==> src/hw/rtl/tksd_pkg.sv <==
`timescale 1ns / 1ps
`default_nettype none
// ----------------------------------------------------------------------------
// tksd_pkg
// Shared types, key numbers and lookup functions of the terminal key
// sequence decoder.
// ----------------------------------------------------------------------------
package tksd_pkg;

  typedef enum logic [3:0] {
    PH_IDLE   = 4'd0,
    PH_ESC    = 4'd1,
    PH_SS3    = 4'd2,
    PH_CSI    = 4'd3,
    PH_CSI1   = 4'd4,
    PH_CSIMOD = 4'd5,
    PH_CSIFIN = 4'd6,
    PH_TILDE  = 4'd7,
    PH_CSIBR  = 4'd8,
    PH_PC     = 4'd9
  } phase_t;

  localparam logic [1:0] KIND_CHAR = 2'd0;
  localparam logic [1:0] KIND_KEY  = 2'd1;
  localparam logic [1:0] KIND_EOI  = 2'd2;

  localparam logic [7:0] BYTE_ESC   = 8'h1B;
  localparam logic [7:0] BYTE_BRKT  = 8'h5B;
  localparam logic [7:0] BYTE_SS3   = 8'h4F;
  localparam logic [7:0] BYTE_TILDE = 8'h7E;
  localparam logic [7:0] BYTE_SEMI  = 8'h3B;
  localparam logic [7:0] BYTE_PCEXT = 8'hE0;
  localparam logic [7:0] BYTE_PCNUL = 8'h00;

  localparam logic [5:0] K_UNKNOWN = 6'd0;
  localparam logic [5:0] K_BS      = 6'd1;
  localparam logic [5:0] K_TAB     = 6'd2;
  localparam logic [5:0] K_STAB    = 6'd3;
  localparam logic [5:0] K_CTAB    = 6'd4;
  localparam logic [5:0] K_ENTER   = 6'd5;
  localparam logic [5:0] K_ESC     = 6'd6;
  localparam logic [5:0] K_F1      = 6'd7;
  localparam logic [5:0] K_F3      = 6'd8;
  localparam logic [5:0] K_F5      = 6'd9;
  localparam logic [5:0] K_INS     = 6'd10;
  localparam logic [5:0] K_DEL     = 6'd11;
  localparam logic [5:0] K_PGUP    = 6'd12;
  localparam logic [5:0] K_SPGUP   = 6'd13;
  localparam logic [5:0] K_PGDN    = 6'd14;
  localparam logic [5:0] K_SPGDN   = 6'd15;
  localparam logic [5:0] K_HOME    = 6'd16;
  localparam logic [5:0] K_END     = 6'd20;
  localparam logic [5:0] K_UP      = 6'd24;
  localparam logic [5:0] K_DOWN    = 6'd28;
  localparam logic [5:0] K_LEFT    = 6'd32;
  localparam logic [5:0] K_RIGHT   = 6'd36;
  localparam logic [5:0] K_LAST    = 6'd39;

  localparam logic [5:0] MOD_SHIFT = 6'd1;
  localparam logic [5:0] MOD_CTRL  = 6'd2;
  localparam logic [5:0] MOD_BOTH  = 6'd3;

  typedef struct packed {
    logic [7:0] byte_in;
    logic       end_of_input;
    logic       shift_held;
    logic       ctrl_held;
  } tksd_item_t;

  typedef struct packed {
    phase_t     phase;
    logic [5:0] pending;
    logic       shift;
    logic       ctrl;
  } tksd_state_t;

  typedef struct packed {
    logic       emit;
    logic [1:0] kind;
    logic [7:0] chr;
    logic [5:0] key;
  } tksd_res_t;

  function automatic logic [5:0] ss3_key(input logic eoi, input logic [7:0] c);
    logic [5:0] k;
    k = K_UNKNOWN;
    if (!eoi) begin
      case (c)
        8'h46:   k = K_END;
        8'h48:   k = K_HOME;
        8'h50:   k = K_F1;
        8'h52:   k = K_F3;
        8'h54:   k = K_F5;
        default: k = K_UNKNOWN;
      endcase
    end
    return k;
  endfunction

  function automatic logic [5:0] pc_key(input logic eoi, input logic [7:0] c);
    logic [5:0] k;
    k = K_UNKNOWN;
    if (!eoi) begin
      case (c)
        8'h0F:   k = K_STAB;
        8'h3B:   k = K_F1;
        8'h3D:   k = K_F3;
        8'h3F:   k = K_F5;
        8'h47:   k = K_HOME;
        8'h48:   k = K_UP;
        8'h49:   k = K_PGUP;
        8'h4B:   k = K_LEFT;
        8'h4D:   k = K_RIGHT;
        8'h4F:   k = K_END;
        8'h50:   k = K_DOWN;
        8'h51:   k = K_PGDN;
        8'h52:   k = K_INS;
        8'h53:   k = K_DEL;
        8'h73:   k = K_LEFT + MOD_CTRL;
        8'h74:   k = K_RIGHT + MOD_CTRL;
        8'h75:   k = K_END + MOD_CTRL;
        8'h77:   k = K_HOME + MOD_CTRL;
        8'h8D:   k = K_UP + MOD_CTRL;
        8'h91:   k = K_DOWN + MOD_CTRL;
        8'h94:   k = K_CTAB;
        8'hB8:   k = K_UP + MOD_SHIFT;
        8'hB7:   k = K_HOME + MOD_SHIFT;
        8'hBF:   k = K_END + MOD_SHIFT;
        8'hB9:   k = K_SPGUP;
        8'hBB:   k = K_LEFT + MOD_SHIFT;
        8'hBD:   k = K_RIGHT + MOD_SHIFT;
        8'hC0:   k = K_DOWN + MOD_SHIFT;
        8'hC1:   k = K_SPGDN;
        8'hDB:   k = K_LEFT + MOD_BOTH;
        8'hDD:   k = K_RIGHT + MOD_BOTH;
        8'hD8:   k = K_UP + MOD_BOTH;
        8'hE0:   k = K_DOWN + MOD_BOTH;
        8'hD7:   k = K_HOME + MOD_BOTH;
        8'hDF:   k = K_END + MOD_BOTH;
        default: k = K_UNKNOWN;
      endcase
    end
    return k;
  endfunction

endpackage
`default_nettype wire

==> src/hw/rtl/tksd_if.sv <==
`timescale 1ns / 1ps
`default_nettype none
// ----------------------------------------------------------------------------
// tksd_if
// Valid/ready channels of the terminal key sequence decoder: terminal
// byte input and decoded result output.
// ----------------------------------------------------------------------------
interface tksd_in_if;
  logic       valid;
  logic       ready;
  logic [7:0] byte_in;
  logic       end_of_input;
  logic       shift_held;
  logic       ctrl_held;

  modport source (output valid, output byte_in, output end_of_input,
                  output shift_held, output ctrl_held, input ready);
  modport sink (input valid, input byte_in, input end_of_input,
                input shift_held, input ctrl_held, output ready);
endinterface

interface tksd_out_if;
  logic       valid;
  logic       ready;
  logic [1:0] result_kind;
  logic [7:0] char_code;
  logic [5:0] key_code;

  modport source (output valid, output result_kind, output char_code,
                  output key_code, input ready);
  modport sink (input valid, input result_kind, input char_code,
                input key_code, output ready);
endinterface
`default_nettype wire

==> src/hw/rtl/terminal_key_sequence_decoder.sv <==
`timescale 1ns / 1ps
`default_nettype none
// ----------------------------------------------------------------------------
// terminal_key_sequence_decoder
// Turns terminal bytes into plain characters and decoded key codes.
//
// in_ch carries one terminal byte per transaction with the console shift
// and ctrl state and an end-of-input flag. out_ch carries at most one
// result per input transaction: a character, a key code or end of input.
// Bytes inside an escape sequence produce no out_ch transaction.
// A result passes the input register, then the parse step into the output
// register, before it is offered on out_ch.
// Throughput: one byte per cycle unless out_ch stalls; the parse state
// register updates in the same cycle the byte leaves the input register.
// When out_ch stalls with a result held, the input register keeps its
// byte and in_ch.ready follows whether that register can drain.
// Reset clears the parse state to idle and empties both registers.
// ----------------------------------------------------------------------------
module terminal_key_sequence_decoder (
  input  wire        clk,
  input  wire        rst_n,
  tksd_in_if.sink    in_ch,
  tksd_out_if.source out_ch
);
  import tksd_pkg::*;

  logic        item_valid_r;
  tksd_item_t  item_r;
  tksd_state_t state_r;
  tksd_state_t state_nxt;
  tksd_res_t   res;
  logic        out_valid_r;
  logic [1:0]  out_kind_r;
  logic [7:0]  out_char_r;
  logic [5:0]  out_key_r;
  logic        step;
  logic        in_take;

  assign step    = item_valid_r && (!out_valid_r || out_ch.ready);
  assign in_take = in_ch.valid && in_ch.ready;

  assign in_ch.ready        = !item_valid_r || step;
  assign out_ch.valid       = out_valid_r;
  assign out_ch.result_kind = out_kind_r;
  assign out_ch.char_code   = out_char_r;
  assign out_ch.key_code    = out_key_r;

  tksd_decode u_decode (
    .st     (state_r),
    .item   (item_r),
    .st_nxt (state_nxt),
    .res    (res)
  );

  // input register
  always_ff @(posedge clk) begin
    if (!rst_n) begin
      item_valid_r <= 1'b0;
    end else if (in_ch.ready) begin
      item_valid_r <= in_ch.valid;
    end
  end

  always_ff @(posedge clk) begin
    if (in_take) begin
      item_r.byte_in      <= in_ch.byte_in;
      item_r.end_of_input <= in_ch.end_of_input;
      item_r.shift_held   <= in_ch.shift_held;
      item_r.ctrl_held    <= in_ch.ctrl_held;
    end
  end

  // parse state
  always_ff @(posedge clk) begin
    if (!rst_n) begin
      state_r.phase   <= PH_IDLE;
      state_r.pending <= K_UNKNOWN;
      state_r.shift   <= 1'b0;
      state_r.ctrl    <= 1'b0;
    end else if (step) begin
      state_r <= state_nxt;
    end
  end

  // output register
  always_ff @(posedge clk) begin
    if (!rst_n) begin
      out_valid_r <= 1'b0;
    end else if (step && res.emit) begin
      out_valid_r <= 1'b1;
    end else if (out_ch.ready) begin
      out_valid_r <= 1'b0;
    end
  end

  always_ff @(posedge clk) begin
    if (step && res.emit) begin
      out_kind_r <= res.kind;
      out_char_r <= res.chr;
      out_key_r  <= res.key;
    end
  end

  // checks
  a_kind_legal: assert property (@(posedge clk) disable iff (!rst_n)
    out_valid_r |-> (out_kind_r == KIND_CHAR || out_kind_r == KIND_KEY ||
                     out_kind_r == KIND_EOI))
    else $error("illegal result kind");

  a_key_range: assert property (@(posedge clk) disable iff (!rst_n)
    (out_valid_r && out_kind_r == KIND_KEY) |-> (out_key_r <= K_LAST && out_char_r == 8'd0))
    else $error("key result out of range or with character");

  a_char_no_key: assert property (@(posedge clk) disable iff (!rst_n)
    (out_valid_r && out_kind_r != KIND_KEY) |-> (out_key_r == K_UNKNOWN))
    else $error("non-key result carries a key code");

  a_eoi_idle: assert property (@(posedge clk) disable iff (!rst_n)
    (step && res.emit && res.kind == KIND_EOI) |=> (state_r.phase == PH_IDLE))
    else $error("end of input left parser outside idle");

endmodule
`default_nettype wire

==> src/hw/rtl/tksd_decode.sv <==
`timescale 1ns / 1ps
`default_nettype none
// ----------------------------------------------------------------------------
// tksd_decode
// One-byte step of the escape sequence parser: next parse state and the
// result, if any, for the registered byte.
// ----------------------------------------------------------------------------
module tksd_decode (
  input  var tksd_pkg::tksd_state_t st,
  input  var tksd_pkg::tksd_item_t  item,
  output tksd_pkg::tksd_state_t     st_nxt,
  output tksd_pkg::tksd_res_t       res
);
  import tksd_pkg::*;

  logic       eoi;
  logic [7:0] c;
  logic [1:0] mods;
  logic       csi_emit;
  logic [5:0] csi_key;
  phase_t     csi_phase;
  logic [5:0] csi_pend;

  assign eoi  = item.end_of_input;
  assign c    = item.byte_in;
  assign mods = {st.ctrl, st.shift};

  function automatic logic [5:0] with_mods(input logic [5:0] base, input logic [1:0] m);
    return {base[5:2], m};
  endfunction

  // body or final byte of a csi sequence
  always_comb begin
    csi_emit  = 1'b1;
    csi_key   = K_UNKNOWN;
    csi_phase = PH_IDLE;
    csi_pend  = st.pending;
    if (!eoi) begin
      case (c)
        8'h31: begin
          csi_emit = 1'b0; csi_phase = PH_TILDE; csi_pend = with_mods(K_HOME, mods);
        end
        8'h32: begin
          csi_emit = 1'b0; csi_phase = PH_TILDE; csi_pend = K_INS;
        end
        8'h33: begin
          csi_emit = 1'b0; csi_phase = PH_TILDE; csi_pend = K_DEL;
        end
        8'h34: begin
          csi_emit = 1'b0; csi_phase = PH_TILDE; csi_pend = with_mods(K_END, mods);
        end
        8'h35: begin
          csi_emit = 1'b0; csi_phase = PH_TILDE; csi_pend = st.shift ? K_SPGUP : K_PGUP;
        end
        8'h36: begin
          csi_emit = 1'b0; csi_phase = PH_TILDE; csi_pend = st.shift ? K_SPGDN : K_PGDN;
        end
        8'h41:     csi_key = with_mods(K_UP, mods);
        8'h42:     csi_key = with_mods(K_DOWN, mods);
        8'h43:     csi_key = with_mods(K_RIGHT, mods);
        8'h44:     csi_key = with_mods(K_LEFT, mods);
        8'h46:     csi_key = with_mods(K_END, mods);
        8'h48:     csi_key = with_mods(K_HOME, mods);
        8'h5A:     csi_key = K_STAB;
        BYTE_BRKT: begin
          csi_emit = 1'b0; csi_phase = PH_CSIBR;
        end
        default:   csi_key = K_UNKNOWN;
      endcase
    end
  end

  // next state
  always_comb begin
    st_nxt = st;
    case (st.phase)
      PH_ESC: begin
        if (!eoi && c == BYTE_SS3) begin
          st_nxt.phase = PH_SS3;
        end else if (!eoi && c == BYTE_BRKT) begin
          st_nxt.phase = PH_CSI;
          st_nxt.shift = item.shift_held;
          st_nxt.ctrl  = item.ctrl_held;
        end else begin
          st_nxt.phase = PH_IDLE;
        end
      end
      PH_CSI: begin
        if (!eoi && c == 8'h31) begin
          st_nxt.phase = PH_CSI1;
        end else begin
          st_nxt.phase   = csi_phase;
          st_nxt.pending = csi_pend;
        end
      end
      PH_CSI1: begin
        if (!eoi && c == BYTE_SEMI) begin
          st_nxt.phase = PH_CSIMOD;
        end else if (!eoi && c == 8'h35) begin
          st_nxt.phase   = PH_TILDE;
          st_nxt.pending = K_F5;
        end else begin
          st_nxt.phase = PH_IDLE;
        end
      end
      PH_CSIMOD: begin
        if (!eoi && (c == 8'h32 || c == 8'h36)) begin
          st_nxt.shift = 1'b1;
        end
        if (!eoi && (c == 8'h35 || c == 8'h36)) begin
          st_nxt.ctrl = 1'b1;
        end
        st_nxt.phase = PH_CSIFIN;
      end
      PH_CSIFIN: begin
        st_nxt.phase   = csi_phase;
        st_nxt.pending = csi_pend;
      end
      PH_SS3, PH_TILDE, PH_CSIBR, PH_PC: begin
        st_nxt.phase = PH_IDLE;
      end
      default: begin
        if (eoi) begin
          st_nxt.phase = PH_IDLE;
        end else if (c == BYTE_ESC) begin
          st_nxt.phase = PH_ESC;
        end else if (c == BYTE_PCNUL || c == BYTE_PCEXT) begin
          st_nxt.phase = PH_PC;
        end else begin
          st_nxt.phase = PH_IDLE;
        end
      end
    endcase
  end

  // result
  always_comb begin
    res.emit = 1'b0;
    res.kind = KIND_KEY;
    res.chr  = 8'd0;
    res.key  = K_UNKNOWN;
    case (st.phase)
      PH_ESC: begin
        if (!eoi && c == BYTE_ESC) begin
          res.emit = 1'b1;
          res.key  = K_ESC;
        end else if (!eoi && (c == BYTE_SS3 || c == BYTE_BRKT)) begin
          res.emit = 1'b0;
        end else begin
          res.emit = 1'b1;
        end
      end
      PH_SS3: begin
        res.emit = 1'b1;
        res.key  = ss3_key(eoi, c);
      end
      PH_CSI: begin
        if (!(!eoi && c == 8'h31)) begin
          res.emit = csi_emit;
          res.key  = csi_key;
        end
      end
      PH_CSI1: begin
        if (!eoi && c == BYTE_TILDE) begin
          res.emit = 1'b1;
          res.key  = with_mods(K_HOME, mods);
        end else if (!(!eoi && (c == BYTE_SEMI || c == 8'h35))) begin
          res.emit = 1'b1;
        end
      end
      PH_CSIMOD: begin
        res.emit = 1'b0;
      end
      PH_CSIFIN: begin
        res.emit = csi_emit;
        res.key  = csi_key;
      end
      PH_TILDE: begin
        res.emit = 1'b1;
        res.key  = (!eoi && c == BYTE_TILDE) ? st.pending : K_UNKNOWN;
      end
      PH_CSIBR: begin
        res.emit = 1'b1;
        if (!eoi && c == 8'h41) begin
          res.key = K_F1;
        end else if (!eoi && c == 8'h43) begin
          res.key = K_F3;
        end else if (!eoi && c == 8'h45) begin
          res.key = K_F5;
        end
      end
      PH_PC: begin
        res.emit = 1'b1;
        res.key  = pc_key(eoi, c);
      end
      default: begin
        if (eoi) begin
          res.emit = 1'b1;
          res.kind = KIND_EOI;
        end else begin
          case (c)
            8'h08, 8'h7F: begin
              res.emit = 1'b1;
              res.key  = K_BS;
            end
            8'h09: begin
              res.emit = 1'b1;
              res.key  = item.shift_held ? K_STAB : (item.ctrl_held ? K_CTAB : K_TAB);
            end
            8'h0A, 8'h0D: begin
              res.emit = 1'b1;
              res.key  = K_ENTER;
            end
            BYTE_ESC, BYTE_PCNUL, BYTE_PCEXT: begin
              res.emit = 1'b0;
            end
            default: begin
              res.emit = 1'b1;
              res.kind = KIND_CHAR;
              res.chr  = c;
            end
          endcase
        end
      end
    endcase
  end

endmodule
`default_nettype wire
==> src/flat_wrapper.sv <==
// flat-port wrapper written by rule: the top's interface ports become plain ports
module terminal_key_sequence_decoder_flat import tksd_pkg::*;
  (clk, rst_n, in_ch_valid, in_ch_byte_in, in_ch_end_of_input, in_ch_shift_held, in_ch_ctrl_held, in_ch_ready, out_ch_valid, out_ch_result_kind, out_ch_char_code, out_ch_key_code, out_ch_ready);
  tksd_in_if in_ch_i ();
  tksd_out_if out_ch_i ();
  input  wire clk;
  input  wire rst_n;
  input wire logic [$bits(in_ch_i.valid)-1:0] in_ch_valid;
  input wire logic [$bits(in_ch_i.byte_in)-1:0] in_ch_byte_in;
  input wire logic [$bits(in_ch_i.end_of_input)-1:0] in_ch_end_of_input;
  input wire logic [$bits(in_ch_i.shift_held)-1:0] in_ch_shift_held;
  input wire logic [$bits(in_ch_i.ctrl_held)-1:0] in_ch_ctrl_held;
  output wire logic [$bits(in_ch_i.ready)-1:0] in_ch_ready;
  output wire logic [$bits(out_ch_i.valid)-1:0] out_ch_valid;
  output wire logic [$bits(out_ch_i.result_kind)-1:0] out_ch_result_kind;
  output wire logic [$bits(out_ch_i.char_code)-1:0] out_ch_char_code;
  output wire logic [$bits(out_ch_i.key_code)-1:0] out_ch_key_code;
  input wire logic [$bits(out_ch_i.ready)-1:0] out_ch_ready;
  assign in_ch_i.valid = in_ch_valid;
  assign in_ch_i.byte_in = in_ch_byte_in;
  assign in_ch_i.end_of_input = in_ch_end_of_input;
  assign in_ch_i.shift_held = in_ch_shift_held;
  assign in_ch_i.ctrl_held = in_ch_ctrl_held;
  assign in_ch_ready = in_ch_i.ready;
  assign out_ch_valid = out_ch_i.valid;
  assign out_ch_result_kind = out_ch_i.result_kind;
  assign out_ch_char_code = out_ch_i.char_code;
  assign out_ch_key_code = out_ch_i.key_code;
  assign out_ch_i.ready = out_ch_ready;
  terminal_key_sequence_decoder u_core (.clk(clk), .rst_n(rst_n), .in_ch(in_ch_i), .out_ch(out_ch_i));
endmodule
==> config.mk <==
export PLATFORM = sky130hd
export DESIGN_NAME = terminal_key_sequence_decoder_flat
export DESIGN_NICKNAME = d
export VERILOG_FILES = /design/src/hw/rtl/tksd_pkg.sv /design/src/hw/rtl/tksd_if.sv /design/src/hw/rtl/terminal_key_sequence_decoder.sv /design/src/hw/rtl/tksd_decode.sv /design/src/flat_wrapper.sv
export SDC_FILE = /design/constraint.sdc
export NUM_CORES = 1
export LEC_CHECK = 0
export BUFFER_PORTS_ARGS = -buffer_cell sky130_fd_sc_hd__buf_2
export CAP_MARGIN = 15
export CORE_MARGIN = 4
export CORE_UTILIZATION = 50
export CTS_CLUSTER_DIAMETER = 30
export DETAILED_ROUTE_END_ITERATION = 8
export HOLD_SLACK_MARGIN = 0.1
export PLACE_DENSITY = 0.66
export RECOVER_POWER = 25
export SYNTH_ARGS = -nofsm -noshare
export SYNTH_HDL_FRONTEND = slang
export SYNTH_HIERARCHICAL = 1
export SYNTH_SLANG_ARGS = --single-unit
==> constraint.sdc <==
create_clock -name clk -period 4.6 [get_ports clk]
set_clock_uncertainty 0.2 [all_clocks]
set_input_delay 0.23 -clock clk [delete_from_list [all_inputs] [get_ports clk]]
set_output_delay 0.23 -clock clk [all_outputs]
set_load 0.005 [all_outputs]
==> results of run 1 <==
[critical path: stages, from the launching register on]
cell	delay [ns]
edfxtp_1	0.85
nand4bb_1	0.50
or4_4	0.68
nand3_2	0.11
nor3_1	0.06
or4_1	0.51
nand2_1	0.09
nor2_1	0.06
buf_4	0.21
[flip-flops by register name, indices dropped and copies added (netlist names)]
signal	count
u_core/out_ch.valid	1
u_core/item_valid_r	1
u_core/state_r	12
u_core/out_ch.key_code	6
u_core/out_ch.char_code	8
u_core/out_ch.result_kind	2
u_core/item_r	11
[path summary, 6_finish.rpt]
kind,start,endpoint,slack [ns]
max,u_core/item_r[7],u_core/out_ch.char_code[4],1.08
min,out_ch_ready,u_core/item_valid_r,0.12
max reg2reg,u_core/item_r[7],u_core/out_ch.char_code[4],1.08
min reg2reg,u_core/state_r[6],u_core/state_r[6],0.28
[logic make-up (layout without fill, tap and decap cells)]
logic type	after synthesis	count (layout)	share of synthesized area
AND/OR/NAND/NOR	220	220	0.349
AO/OA/AOI/OAI	104	104	0.208
buffers and inverters	42	62	0.0571
flip-flops	41	41	0.319
multiplexers	20	20	0.0589
XOR/XNOR	3	3	0.00769
[cells in the mapped netlist, types with 4 or more instances]
cell and count:
mux2i_1 19, nor4_1 6, and3_1 4, nor2_1 38, nor3_1 12, or4_1 4, nand3_1 16, nor2b_1 18
edfxtp_1 27, buf_2 4, nand4_1 5, dfxtp_1 14, and2_1 15, o21ai_0 16, o211ai_1 7, a211oi_1 6
o22ai_1 4, a31oi_1 10, a21oi_1 25, nand2b_1 9, nand2_1 61, clkbuf_1 29, nand4b_1 4
[layout make-up]
cell class | count | share of cell area
clock buffers | 8 | 0.0240
flip-flops and latches | 41 | 0.290
inverters | 2 | 0.00200
repair buffers | 52 | 0.0902
multi-input cells | 347 | 0.568
well taps | 77 | 0.0256
[stage by stage]
step	instances	hold WS, ns	worst slack, ns
after floorplan	430	0.129	1.51
after global placement	507	0.207	1.27
after detailed placement	507	0.208	1.17
after CTS	527	0.120	1.16
after global routing	527	0.178	0.906
final	527	0.116	1.08
[per-layer routing]
metal,wire [um],share of wire,GRT usage
met1,4510,0.41,0.373
met2,4720,0.43,0.399
met3,1330,0.12,0.0633
met4,394,0.036,0.0778
met5,0,0,0
[power groups by stage]
| stage | Sequential [uW] | Combinational [uW] | Clock [uW] |
|---|---|---|---|
| 2_1_floorplan | 421 | 94.9 | 0 |
| 3_3_place_gp | 439 | 114 | 0 |
| 3_5_place_dp | 440 | 112 | 0 |
| 4_1_cts | 432 | 120 | 240 |
| 5_1_grt | 436 | 134 | 253 |
| 6_report | 433 | 124 | 235 |
[repair_timing]
action / 4_1_cts / 5_1_grt
hold endpoints to repair: 12 / 0
hold buffers: 12 / 0
buffers inserted: 0 / 0
==> metrics, run 1 <==
Nets 464; routed vias/inst 6.90; GR Overflow Total 0; Crit. End Element register; Net Sw Frac 0.271; Cell variety after synth 70; Hold Crit Class in -> reg; Pwr per Cell Area 211 nW/um2; io pins 33; Die Y 90.7 um; layout cells sized above 1 0.133; global-route usage over all layers 0.264; CTS tree yes; number of max-cap violations 0; routability congestion estimate 1.04; IO buf count 32; post-synthesis cell area 3420 um2; Num CTS Buffers 5; fillers 585; H-tree depth 2; outcome completed; register area share after synthesis 0.319; Async SR Flop Fraction 0; Tot Pwr 792 uW; final max-slew violation count 0; synth top area cells edfxtp_1 (24%), dfxtp_1 (8.2%), nand2_1 (6.7%), mux2i_1 (5.6%), nor2_1 (4.2%); CTS root buf clkbuf_8; Internal Power 578 uW; Placed Area 3550 um2; clock share of power 0.296; global-route wire length before repair 17,700 um; fin crit period 3.52 ns; n_diodes 0; Comb pwr share 0.157; number of enable flip-flop cells after synthesis 27; Yosys top cell area share 0.237; drt drc 0; R2R cell count 8; Tcrit/Tclk final 0.764; DRT Pass-1 Iters 6; setup violators final 0; post-CTS sizing 0; Critical Path AT 3.35 ns; sequential power share 0.547; CP Max Fanout 26; critical path class reg -> reg; via count 3,638; sw power 214 uW; Hold Path Depth 4; Core Region 6490 um2; initial detailed-routing violation count 473; slew margin rel. 0.458; clock-pin slew on the worst setup and hold paths 0.07 ns; Worst EP required 4.44 ns; largest net degree at the start of global routing 43; vias in the first global route 3,268; dominant synthesized flop cell edfxtp_1; Sink Count 41; most common cell after layout, fill and taps aside nand2_1; multi-input combinational cell area 2130 um2; Ys Warns 6; clk_lat worst skew 0.29 ns; #FFs+latches synth 41; Mapped Cells 430; CTS max path bufs 2; Worst Setup Start Kind register; Setup TNS Final 0 ns; Post-Synthesis Net Count 445; most frequent cells in the layout nand2_1 (61), nor2_1 (38), buf_2 (31); Final Util 0.579; Max VDD drop 0.223 mV; die area 8230 um2; worst slew pin tran 0.812 ns; Synth Area per Inst 7.95 um2; Layout area overhead 9.88%; initial antenna violation count 0; number of routed nets with antenna violations 0; DP Wirelength 7800 um; Leak 0.00128 uW; Routed WL per cell 20.8 um; die width 90.7 um; Initial Utilization 0.526; Reg area 1090 um2; Final Instance Area 3760 um2; FMAX 284 MHz; Site Rows 29; RSZ-0062 raised after global routing no; total wire length 11,000 um; Hold Vio Cnt, Final 0; post-synth top area cell edfxtp_1
Note: power is estimated with default switching activity, not from simulation.
==> inputs of run 2 (changes only) <==
--- a/config.mk
+++ b/config.mk
@@ -12,7 +12,7 @@
 export CTS_CLUSTER_DIAMETER = 30
 export DETAILED_ROUTE_END_ITERATION = 8
 export HOLD_SLACK_MARGIN = 0.1
-export PLACE_DENSITY = 0.66
+export PLACE_DENSITY = 0.69
 export RECOVER_POWER = 25
 export SYNTH_ARGS = -nofsm -noshare
 export SYNTH_HDL_FRONTEND = slang
==> constraint.sdc (replaced) <==
create_clock -name clk -period 3.2 [get_ports clk]
set_clock_uncertainty 0.2 [all_clocks]
set_input_delay 0.16 -clock clk [delete_from_list [all_inputs] [get_ports clk]]
set_output_delay 0.16 -clock clk [all_outputs]
set_load 0.005 [all_outputs]
==> run 2 against run 1 <==
Critical path depth unchanged. Sequential power up 38%. Final cell count up 4.4%. Die area unchanged. Sequential share of layout area down 1.6 points. Core utilization up 3.5 points. Worst setup slack worse by 0.89 ns. Maximum frequency up 17%. Power up 55%. Routed wire length up 2.9%. Register-to-register slack worse by 0.89 ns.
==> metrics, run 2 (synthesis results as in run 1) <==
number of routed nets with antenna violations 0; drt drc 0; total wire length 11,300 um; Final Util 0.613; IO buf count 32; Core Region 6490 um2; routability congestion estimate 1.01; Site Rows 29; initial antenna violation count 0; vias in the first global route 3,346; die area 8230 um2; Placed Area 3730 um2; Nets 487; Top reg by flops u_core/state_r; FMAX 333 MHz; Tcrit/Tclk final 0.939; worst r2r dst u_core/out_ch.char_code[1]; most frequent cells in the layout nand2_1 (61), nor2_1 (38), buf_2 (29); Worst Setup Start Kind register; CTS tree yes; slew margin rel. 0.640; post-CTS setup buffers 0; n_diodes 0; Crit. End Element register; critical path class reg -> reg; setup ws final 0.194 ns; CTS max path bufs 2; Layout area overhead 16.5%; via count 3,690; Final Instance Area 3980 um2; R2R cell count 8; layer with the highest usage met2; clock-pin slew on the worst setup and hold paths 0.08 ns; CP Max Fanout 16; initial detailed-routing violation count 475; Worst EP required 3.06 ns; Critical Path AT 2.87 ns; most common cell after layout, fill and taps aside nand2_1; number of max-cap violations 0; Hold Path Depth 3; Hold Vio Cnt, Final 0; global-route usage over all layers 0.272; R2R setup slack 0.19 ns; Worst R2R Start u_core/item_r[10]; Hold Crit Class in -> reg; Max VDD drop 0.312 mV; Pwr per Cell Area 309 nW/um2; RSZ-0062 raised after global routing no; worst slew pin tran 0.533 ns; setup violators final 0; Sink Count 41; H-tree depth 2; routed vias/inst 6.71; Leak 0.00140 uW; Tot Pwr 1230 uW; met2 Usage GRT 0.427; largest net degree at the start of global routing 37; clk_lat worst skew 0.30 ns; DRT Pass-1 Iters 5; CP startpoint u_core/item_r[10]; Num CTS Buffers 5; io pins 33; hold path startpoint rst_n; Placement Setup Slack 0.290 ns; met1 Use GR 0.365; final max-slew violation count 0; outcome completed; post-CTS sizing 0; DP Wirelength 8150 um; die width 90.7 um; GR Overflow Total 0; Setup TNS Final 0 ns; CTS root buf clkbuf_8; global-route wire length before repair 17,800 um; Initial Utilization 0.526; Die Y 90.7 um; Routed WL per cell 20.5 um; number of flip-flops in the largest register 12; met3 Usage GRT 0.0608; Hold-fix buffers, CTS 14; fin crit period 3.01 ns; Hold Crit Endpoint u_core/state_r[7]; layout cells sized above 1 0.171
-- run 2: final cells by class --
| type | instances | area [um2] |
|---|---|---|
| clock buffers | 7 | 108 |
| clock inverters | 1 | 7.51 |
| fillers | 592 | 2510 |
| inverters | 2 | 7.51 |
| multi-input cells | 347 | 2130 |
| flip-flops and latches | 41 | 1090 |
| well taps | 77 | 96.3 |
| repair buffers | 75 | 539 |
-- run 2: power by group --
part / total (uW) / switching [uW] / internal, uW
Clock: 406 / 184 / 222
Sequential: 599 / 15.3 / 584
Combinational: 226 / 137 / 89.1
-- run 2: worst max-delay path by stage --
stage	slack, ns	cells after the start	endpoint
after floorplan	0.11	8	u_core/out_ch.char_code[0]
after global placement	0.30	8	u_core/out_ch.char_code[5]
after detailed placement	0.29	8	u_core/out_ch.char_code[4]
after CTS	0.28	8	u_core/out_ch.char_code[4]
after global routing	0.11	10	u_core/out_ch.char_code[3]
final	0.19	8	u_core/out_ch.char_code[1]
-- run 2: worst max-delay path, cell delays in order, from the launching register on --
cell,delay [ns]
edfxtp_1,0.50
nand4bb_1,0.43
or4_4,0.63
nand3_2,0.11
nor3_1,0.06
or4_1,0.50
nand2_1,0.09
nor2_1,0.07
buf_12,0.17
-- run 2: per-layer routing --
layer  wire length (um)  part of all wire  vias up
met5                  0                 0        -
met4                358             0.032        0
met3               1230              0.11       40
met2               5110              0.45      283
met1               4580              0.41     1682
li1                   -                 -     1685
-- run 2: stage by stage --
| step | hold slack [ns] | cells |
|---|---|---|
| global route | 0.126 | 550 |
| floorplan | 0.0589 | 430 |
| detailed placement | 0.139 | 528 |
| finish | 0.108 | 550 |
| global placement | 0.137 | 528 |
| CTS | 0.101 | 550 |
